`src/sv/name_cache_lru_fifo_core_assert.svh`:
```
// Assertion macros used by the name cache datapath (ncl_dp).
`ifndef NAME_CACHE_LRU_FIFO_CORE_ASSERT_SVH
`define NAME_CACHE_LRU_FIFO_CORE_ASSERT_SVH

// Same-cycle implication, checked on every rising edge outside reset.
`define NCL_ASSERT_IMPLIES(label, ante, cons) \
  label: assert property (@(posedge clk) disable iff (!rst_n) (ante) |-> (cons)) \
    else $error("name cache: same-cycle check failed");

// Next-cycle implication.
`define NCL_ASSERT_NEXT(label, ante, cons) \
  label: assert property (@(posedge clk) disable iff (!rst_n) (ante) |=> (cons)) \
    else $error("name cache: next-cycle check failed");

`endif

```
`src/sv/ncl_pkg.sv`:
```
// Package: types, codes and defaults for the name cache.
`default_nettype none

package ncl_pkg;

  localparam int NCL_CAPACITY = 16;
  localparam int NCL_KEY_BITS = 64;
  localparam int KEY_W        = 64;
  localparam int VALUE_W      = 24;
  localparam int CFG_ADDR_W   = 2;
  localparam int CFG_DATA_W   = 32;

  localparam logic ACT_LOOKUP = 1'b0;
  localparam logic ACT_INSERT = 1'b1;

  localparam logic MODE_FIFO  = 1'b0;
  localparam logic MODE_LRU   = 1'b1;

  typedef struct packed {
    logic               action;
    logic [KEY_W-1:0]   key;
    logic [VALUE_W-1:0] value_in;
  } ncl_in_t;

  typedef struct packed {
    logic               hit;
    logic [VALUE_W-1:0] value_out;
    logic               evicted;
  } ncl_out_t;

  // Controller to datapath commands.
  typedef struct packed {
    logic latch;   // capture the accepted word
    logic cmp;     // compare cycle
    logic update;  // write-back / result cycle
  } ncl_cmd_t;

  typedef enum logic [1:0] {
    ST_IDLE,
    ST_CMP,
    ST_RSP
  } ncl_state_t;

endpackage

`default_nettype wire

```
`src/sv/ncl_ram.sv`:
```
// Generic single-write, single-read RAM with registered read data.
`default_nettype none

module ncl_ram #(
  parameter int WIDTH = 8,
  parameter int DEPTH = 16
) (
  input  wire logic                     clk,
  input  wire logic                     we,
  input  wire logic [$clog2(DEPTH)-1:0] waddr,
  input  wire logic [WIDTH-1:0]         wdata,
  input  wire logic [$clog2(DEPTH)-1:0] raddr,
  output logic      [WIDTH-1:0]         rdata_r
);

  logic [WIDTH-1:0] mem [DEPTH];

  always_ff @(posedge clk) begin
    if (we) begin
      mem[waddr] <= wdata;
    end
    rdata_r <= mem[raddr];
  end

endmodule

`default_nettype wire

```
`src/sv/ncl_ctrl.sv`:
```
// Controller: sequences compare and update cycles for each word.
`default_nettype none

module ncl_ctrl import ncl_pkg::*; (
  input  wire logic clk,
  input  wire logic rst_n,
  input  wire logic start,
  output logic      busy,
  output ncl_cmd_t  cmd,
  output logic      out_valid
);

  ncl_state_t state_r, state_nxt;

  always_ff @(posedge clk) begin
    if (!rst_n) begin
      state_r <= ST_IDLE;
    end else begin
      state_r <= state_nxt;
    end
  end

  always_comb begin
    state_nxt  = state_r;
    busy       = 1'b0;
    cmd        = '0;
    out_valid  = 1'b0;
    unique case (state_r)
      ST_IDLE: begin
        cmd.latch = start;
        if (start) begin
          state_nxt = ST_CMP;
        end
      end
      ST_CMP: begin
        busy      = 1'b1;
        cmd.cmp   = 1'b1;
        state_nxt = ST_RSP;
      end
      ST_RSP: begin
        cmd.update = 1'b1;
        out_valid  = 1'b1;
        // next word may enter while this one is written back
        cmd.latch  = start;
        state_nxt  = start ? ST_CMP : ST_IDLE;
      end
      default: begin
        state_nxt = ST_IDLE;
      end
    endcase
  end

endmodule

`default_nettype wire

```
`src/sv/ncl_dp.sv`:
```
// Datapath: key CAM lanes, age ranks, value RAM and result formatting.
`default_nettype none
`include "name_cache_lru_fifo_core_assert.svh"

module ncl_dp import ncl_pkg::*; #(
  parameter int CAPACITY = NCL_CAPACITY,
  parameter int KEY_BITS = NCL_KEY_BITS
) (
  input  wire logic     clk,
  input  wire logic     rst_n,
  input  wire ncl_cmd_t cmd,
  input  wire ncl_in_t  in_data,
  input  wire logic     mode,
  output ncl_out_t      out_data
);

  localparam int RANK_W = $clog2(CAPACITY);
  localparam int CNT_W  = $clog2(CAPACITY + 1);
  localparam logic [RANK_W-1:0] RANK_OLDEST = RANK_W'(CAPACITY - 1);

  // latched word
  logic                act_r;
  logic [KEY_BITS-1:0] key_r;
  logic [VALUE_W-1:0]  val_r;

  // per-entry state
  logic [KEY_BITS-1:0] keys_r  [CAPACITY];
  logic [RANK_W-1:0]   rank_r  [CAPACITY];
  logic [CAPACITY-1:0] valid_r;
  logic [CNT_W-1:0]    cnt_r;

  // compare results
  logic [CAPACITY-1:0] match_vec;
  logic [CAPACITY-1:0] victim_vec;
  logic [RANK_W-1:0]   hit_idx;
  logic [RANK_W-1:0]   hit_rank;
  logic [RANK_W-1:0]   victim_idx;
  logic                full;

  logic                hit_r;
  logic                full_r;
  logic [RANK_W-1:0]   hit_idx_r;
  logic [RANK_W-1:0]   hit_rank_r;
  logic [RANK_W-1:0]   slot_r;

  logic                ins_new;
  logic                promote;
  logic [VALUE_W-1:0]  rd_value;

  always_ff @(posedge clk) begin
    if (cmd.latch) begin
      act_r <= in_data.action;
      key_r <= in_data.key[KEY_BITS-1:0];
      val_r <= in_data.value_in;
    end
  end

  assign full = (cnt_r == CNT_W'(CAPACITY));

  // Valid slots are always 0..cnt-1 and ranks a permutation of them,
  // so the eviction victim is the one lane holding the oldest rank.
  always_comb begin
    hit_idx    = '0;
    hit_rank   = '0;
    victim_idx = '0;
    for (int i = 0; i < CAPACITY; i++) begin
      match_vec[i]  = valid_r[i] && (keys_r[i] == key_r);
      victim_vec[i] = valid_r[i] && (rank_r[i] == RANK_OLDEST);
      if (match_vec[i]) begin
        hit_idx  = hit_idx | RANK_W'(i);
        hit_rank = hit_rank | rank_r[i];
      end
      if (victim_vec[i]) begin
        victim_idx = victim_idx | RANK_W'(i);
      end
    end
  end

  always_ff @(posedge clk) begin
    if (cmd.cmp) begin
      hit_r      <= |match_vec;
      full_r     <= full;
      hit_idx_r  <= hit_idx;
      hit_rank_r <= hit_rank;
      slot_r     <= full ? victim_idx : cnt_r[RANK_W-1:0];
    end
  end

  assign ins_new = (act_r == ACT_INSERT) && !hit_r;
  assign promote = hit_r && (mode == MODE_LRU);

  always_ff @(posedge clk) begin
    if (!rst_n) begin
      valid_r <= '0;
      cnt_r   <= '0;
      for (int i = 0; i < CAPACITY; i++) begin
        rank_r[i] <= '0;
      end
    end else if (cmd.update) begin
      if (ins_new && !full_r) begin
        cnt_r <= cnt_r + CNT_W'(1);
      end
      for (int i = 0; i < CAPACITY; i++) begin
        if (promote) begin
          if (RANK_W'(i) == hit_idx_r) begin
            rank_r[i] <= '0;
          end else if (valid_r[i] && (rank_r[i] < hit_rank_r)) begin
            rank_r[i] <= rank_r[i] + RANK_W'(1);
          end
        end else if (ins_new) begin
          if (RANK_W'(i) == slot_r) begin
            rank_r[i]  <= '0;
            valid_r[i] <= 1'b1;
          end else if (valid_r[i]) begin
            rank_r[i] <= rank_r[i] + RANK_W'(1);
          end
        end
      end
    end
  end

  always_ff @(posedge clk) begin
    for (int i = 0; i < CAPACITY; i++) begin
      if (cmd.update && ins_new && (RANK_W'(i) == slot_r)) begin
        keys_r[i] <= key_r;
      end
    end
  end

  ncl_ram #(
    .WIDTH (VALUE_W),
    .DEPTH (CAPACITY)
  ) u_val_ram (
    .clk     (clk),
    .we      (cmd.update && ins_new),
    .waddr   (slot_r),
    .wdata   (val_r),
    .raddr   (hit_idx),
    .rdata_r (rd_value)
  );

  always_comb begin
    out_data.hit       = hit_r;
    out_data.value_out = hit_r ? rd_value : '0;
    out_data.evicted   = ins_new && full_r;
  end

  `NCL_ASSERT_IMPLIES(a_cnt_bound, 1'b1, cnt_r <= CNT_W'(CAPACITY))
  `NCL_ASSERT_IMPLIES(a_key_unique, cmd.cmp, $onehot0(match_vec))
  `NCL_ASSERT_IMPLIES(a_victim_one, cmd.cmp && full, $onehot(victim_vec))
  `NCL_ASSERT_NEXT(a_cnt_step, cmd.update && ins_new && !full_r,
                   cnt_r == $past(cnt_r) + CNT_W'(1))

endmodule

`default_nettype wire

```
`src/sv/name_cache_lru_fifo_core.sv`:
```
// Top level of the fully associative name cache with LRU/FIFO replacement.
//
//  channel  | handshake                       | payload
//  ---------+---------------------------------+-------------------------------
//  input    | start / busy                    | in_data  (action, key, value_in)
//  result   | out_valid (one-cycle strobe)    | out_data (hit, value_out, evicted)
//  config   | psel penable pwrite pready      | paddr, pwdata, prdata
//
// Sequence: a word accepted from idle or the result state is compared
// against all key lanes in the compare state; its result is strobed in the
// result state while ranks, keys and the value RAM are written back. A new
// word can be accepted as the result state ends, so it overlaps the write-back
// of the previous word, but not while busy in the compare state.
// Reset: cache empty, replacement mode LRU; no clearing pass is needed.
// The receiver cannot stall; the result is valid for its strobe cycle only.
`default_nettype none

module name_cache_lru_fifo_core import ncl_pkg::*; #(
  parameter int CAPACITY = NCL_CAPACITY,
  parameter int KEY_BITS = NCL_KEY_BITS
) (
  input  wire logic                  clk,
  input  wire logic                  rst_n,
  // input words
  input  wire logic                  start,
  output logic                       busy,
  input  wire ncl_in_t               in_data,
  // results
  output logic                       out_valid,
  output ncl_out_t                   out_data,
  // configuration
  input  wire logic                  psel,
  input  wire logic                  penable,
  input  wire logic                  pwrite,
  input  wire logic [CFG_ADDR_W-1:0] paddr,
  input  wire logic [CFG_DATA_W-1:0] pwdata,
  output logic      [CFG_DATA_W-1:0] prdata,
  output logic                       pready
);

  ncl_cmd_t cmd;
  logic     mode_r;

  // Single register (replacement_mode) at byte address 0; the low address
  // bits are the byte offset within that word.
  assign pready = 1'b1;
  assign prdata = {{(CFG_DATA_W-1){1'b0}}, mode_r};

  always_ff @(posedge clk) begin
    if (!rst_n) begin
      mode_r <= MODE_LRU;
    end else if (psel && penable && pwrite && pready) begin
      mode_r <= pwdata[0];
    end
  end

  ncl_ctrl u_ctrl (
    .clk       (clk),
    .rst_n     (rst_n),
    .start     (start),
    .busy      (busy),
    .cmd       (cmd),
    .out_valid (out_valid)
  );

  ncl_dp #(
    .CAPACITY (CAPACITY),
    .KEY_BITS (KEY_BITS)
  ) u_dp (
    .clk      (clk),
    .rst_n    (rst_n),
    .cmd      (cmd),
    .in_data  (in_data),
    .mode     (mode_r),
    .out_data (out_data)
  );

  // paddr only carries the byte offset of the single register
  logic unused_paddr;
  assign unused_paddr = ^paddr;

endmodule

`default_nettype wire
```
`config.mk`:
```
export PLATFORM = sky130hd
export DESIGN_NAME = name_cache_lru_fifo_core
export DESIGN_NICKNAME = d
export VERILOG_FILES = /design/src/sv/ncl_pkg.sv /design/src/sv/ncl_ram.sv /design/src/sv/ncl_ctrl.sv /design/src/sv/ncl_dp.sv /design/src/sv/name_cache_lru_fifo_core.sv
export VERILOG_INCLUDE_DIRS = /design/src /design/src/sv
export SDC_FILE = /design/constraint.sdc
export NUM_CORES = 2
export LEC_CHECK = 0
export ABC_AREA = 1
export BUFFER_PORTS_ARGS = -buffer_cell sky130_fd_sc_hd__clkbuf_2
export CAP_MARGIN = 30
export CELL_PAD_IN_SITES_DETAIL_PLACEMENT = 1
export CELL_PAD_IN_SITES_GLOBAL_PLACEMENT = 2
export CORE_MARGIN = 5
export CORE_UTILIZATION = 35
export CTS_CLUSTER_SIZE = 16
export DETAILED_ROUTE_END_ITERATION = 16
export PLACE_DENSITY_LB_ADDON = 0.25
export SETUP_SLACK_MARGIN = 0.05
export SLEW_MARGIN = 20
export SYNTH_ARGS = -nofsm -noshare
export SYNTH_HDL_FRONTEND = slang
export SYNTH_HIERARCHICAL = 1
export SYNTH_SLANG_ARGS = --single-unit
```
`constraint.sdc`:
```
create_clock -name clk -period 5.3 [get_ports clk]
set_clock_uncertainty 0.2 [all_clocks]
set_input_delay 0.265 -clock clk [delete_from_list [all_inputs] [get_ports clk]]
set_output_delay 0.265 -clock clk [all_outputs]
set_load 0.005 [all_outputs]
```
==> summary.txt <==
Clock network
  – PostCTS Resize Cnt: 0
  – CTS clk-pin slew, worst paths: 0.06 ns
  – Clock sink count: 1623
  – CTS buffer count: 186
  – Clk root buf: clkbuf_16
  – Clock tree buffer depth: 3
  – Setup bufs post-CTS: 0
  – Clk Latency, worst-skew pair: roughly 0.85 ns
  – Clock H-tree levels: 4
  – CTS tree: built

Layout
  – Fin cells: 10486
  – Final net count: around 7700
  – Footprint of the multi-input gates: around 21000 um^2
  – Sequential cell area: ~48000 um^2
  – Final instance area: 86300 um^2
  – Final core occ: 41.3%
  – Share of cells above drive strength 1: 9.89%
  – Filler instances: around 23000
  – Area grow syn2layout: 17.7%

Die
  – Die H: 468 um
  – Die width: 468 um
  – Core Rows: 168
  – Die ar.: 219000 um^2
  – Starting Density: between 30% and 40%
  – Core area: 209000 um^2
  – Ports: 190

Synthesis
  – Count of cell types in the netlist: 38
  – Cell count after synthesis: 7028
  – Post-Syn Area: 73300 um^2
  – Synth area leader: edfxtp_1
  – Synth Area in Compound Gates: 4.79%
  – Count leader, synth: nand2_1
  – Avg Cell Area, Syn: 10.4 um^2
  – Post-Synth XOR/XNOR Area: between 3 and 4%
  – Synth Area in Simple Gates: 17.9%
  – Multiplexer share of the synthesized area: 0%
  – Synth async-reset ratio: 0%
  – Number of synthesized flops with an enable pin: 1575
  – FF+latch count, synth: 1623
  – Synth area leaders: edfxtp_1 (65%), nand2_1 (10%), inv_1 (3.9%)
  – Synth top area share: 64.5%
  – Sequential fraction of the synthesis area: 65.8%
  – YS warnings: 6
  – Synth top cells by count: nand2_1 (1953), edfxtp_1 (1575), inv_1 (754)
  – Largest family of logic cells by synthesized area: simple AND/OR/NAND/NOR gates
  – Synth Area in Adders: 1.13%
  – Ys flop type: edfxtp_1

Power
  – P per Cell Area: 332 nW/um^2
  – Pwr Total: 28.6 mW
  – Leak pwr: 33.4 nW
  – Worst vdd ir: about 0.00035 V

Flow run
  – Max cap viols: 0

Global routing
  – All-Layer GR Usage: between 20% and 30%
  – Initial antenna violation count: 23
  – Vias in the first global route: 54503
  – Grt peak-use layer: met2
  – Met3 usage: 3.55%
  – GRT met1 Usage: approximately a third
  – Global-route wire length before repair: 398000 um
  – Largest net degree at the start of global routing: 67
  – GRT overflow: 0
  – GR Util met2: 42.3%

Routing
  – Final ANT Viol Nets: 0
  – WL per Instance: 27.1 um
  – First DRT Iteration DRCs: 5099
  – Via/cell ratio: 5.15
  – DRC Markers: 0
  – Drt pass-1 iters: 5
  – Via count: about 54000
  – Routed WL: 284000 um

Placement
  – Setup Slack @ Placement: roughly 0.84 ns
  – Placed Instances: 9954
  – Gpl congestion: 0.883
  – Placed Instance Area: 78500 um^2
  – DP HPWL: 185000 um
  – PortBufs: 124

STA
  – # setup viols final: 0
  – Worst hold slack: 0.0777 ns
  – Fmax achieved: 0.225 GHz
  – Final hold violations: 0
  – Pins Over Slew Limit: 0
  – Max-slew headroom: 29.6%
  – Final worst setup slack: 0.851 ns
  – Worst Tran Pin Value: ~1.1 ns
  – Final Critical Period: 4.45 ns
  – RSZ-0062 raised after global routing: false
  – Final period util: a little over four fifths
  – Setup tns final: 0 ns

Critical path
  – Worst setup SP type: flop
  – Crit Path Category: reg -> reg
  – Required @ worst endpoint: 5.84 ns
  – Slowest stage cell on the critical path: edfxtp_1
  – Crit Path Max Fanout: 55
  – Most common cell on crit path: nand2_1
  – Worst EP arrival: ~5 ns
  – Critical path capture point type: flop
  – Worst-path cell chain: inv_2, nand2_1, o21ai_0, nor2_1, nand2_1, nor2_1, nand2_1, nor2_2, nand3_1, nand2_1, nor2_1, nand4_1, buf_12, clkinv_2, buf_12, nand3_1, nand3_1, nand3_1, nand2_1
  – Worst path max stage delay: 0.82 ns

Run status
  – Status: finished clean

Min path
  – HP Class: in -> reg
## worst paths after layout
kind | slack, ns | startpoint | cells past startpoint | to
worst max register to register | 0.85 | u_dp/key_r[18] | 19 | u_dp/u_val_ram/rdata_r[7]
worst min register to register | 0.28 | u_dp/cnt_r[4] | 2 | u_dp/cnt_r[4]
worst min-delay path | 0.08 | in_data[64] | 2 | u_dp/key_r[40]
worst max-delay path | 0.85 | u_dp/key_r[18] | 19 | u_dp/u_val_ram/rdata_r[7]
## layout make-up
type / count / area share [%]
Antenna cell: 8 / 0.0232
Timing Repair Buffer: 553 / 5.74
Inverter: 813 / 3.56
Sequential cell: 1623 / 55.9
Clock buffer: 241 / 5.72
Tap cell: 2805 / 4.07
Multi-Input combinational cell: 4343 / 23.9
Clock inverter: 100 / 1.07
## flip-flops by register name (all words and copies together), names as in the netlist
signal	flops
u_dp/u_val_ram/rdata_r	24
u_dp/valid_r	16
u_dp/key_r	64
u_dp/act_r	1
u_dp/hit_rank_r	4
u_dp/hit_r	1
u_dp/slot_r	4
u_dp/full_r	1
u_ctrl/state_r	2
u_dp/cnt_r	5
u_dp/u_val_ram/mem	384
mode_r	1
u_dp/keys_r	1024
u_dp/val_r	24
u_dp/rank_r	64
u_dp/hit_idx_r	4
## per-layer routing
| metal | up-vias | share of wire [%] |
|---|---|---|
| met3 | 423 | 6.4 |
| met1 | 27674 | 43 |
| met2 | 1715 | 47 |
| li1 | 24234 | - |
| met5 | - | 0 |
| met4 | 0 | 3.7 |
## report_power, final
group | switching (mW) | internal [mW]
clock | 5.54 | 7.08
sequential | 0.136 | 14.2
combinational | 1.23 | 0.455
total | 6.91 | 21.7
## placed cells by master, fill, tap and decap left out, drive strengths merged
| cell | Yosys | routed |
|---|---|---|
| bufinv | 0 | 10 |
| ha | 66 | 66 |
| nand4 | 86 | 86 |
| a311oi | 1 | 1 |
| nor2 | 771 | 771 |
| conb | 2 | 32 |
| o22ai | 32 | 32 |
| buf | 256 | 249 |
| a221oi | 7 | 7 |
| clkbuf | 23 | 365 |
| a41oi | 5 | 5 |
| a211oi | 6 | 6 |
| diode | 0 | 8 |
| inv | 812 | 819 |
| o21bai | 9 | 9 |
| o211a | 2 | 2 |
| edfxtp | 1575 | 1575 |
| a2111oi | 1 | 1 |
| dlygate4sd3 | 0 | 180 |
| nor3 | 54 | 54 |
| clkinv | 1 | 81 |
| nand3 | 383 | 383 |
| nor3b | 5 | 5 |
| a31oi | 5 | 5 |
| o21ai | 568 | 568 |
| xor2 | 142 | 142 |
| nand2 | 1953 | 1953 |
| o31ai | 1 | 1 |
| dfxtp | 48 | 48 |
| nor4 | 5 | 5 |
| xnor2 | 174 | 174 |
| a21oi | 35 | 35 |
| clkinvlp | 0 | 3 |
## critical path, delay by kind of cell (launching register included)
| kind | cells | cell delay, ns |
|---|---|---|
| DFF | 1 | 0.82 |
| AOI/OAI and AO/OA | 1 | 0.10 |
| buffers and inverters | 4 | 0.95 |
| and+or+nand+nor | 14 | 2.20 |
## cells by family (layout without fill, tap and decap cells)
kind of cell | after synthesis | in the layout
flip-flops | 1623 | 1623
other | 2 | 40
AO/OA/AOI/OAI | 672 | 672
adder cells (fa/ha/maj) | 66 | 66
XOR/XNOR | 316 | 316
buffers and inverters | 1092 | 1707
AND/OR/NAND/NOR | 3257 | 3257
## what timing repair did
action | CTS | global route
hold buffers | 180 | 0
endpoints found under the hold margin | 138 | 0
setup endpoints to repair | 0 | 0
No activity file was read; power rests on OpenSTA's default activity.
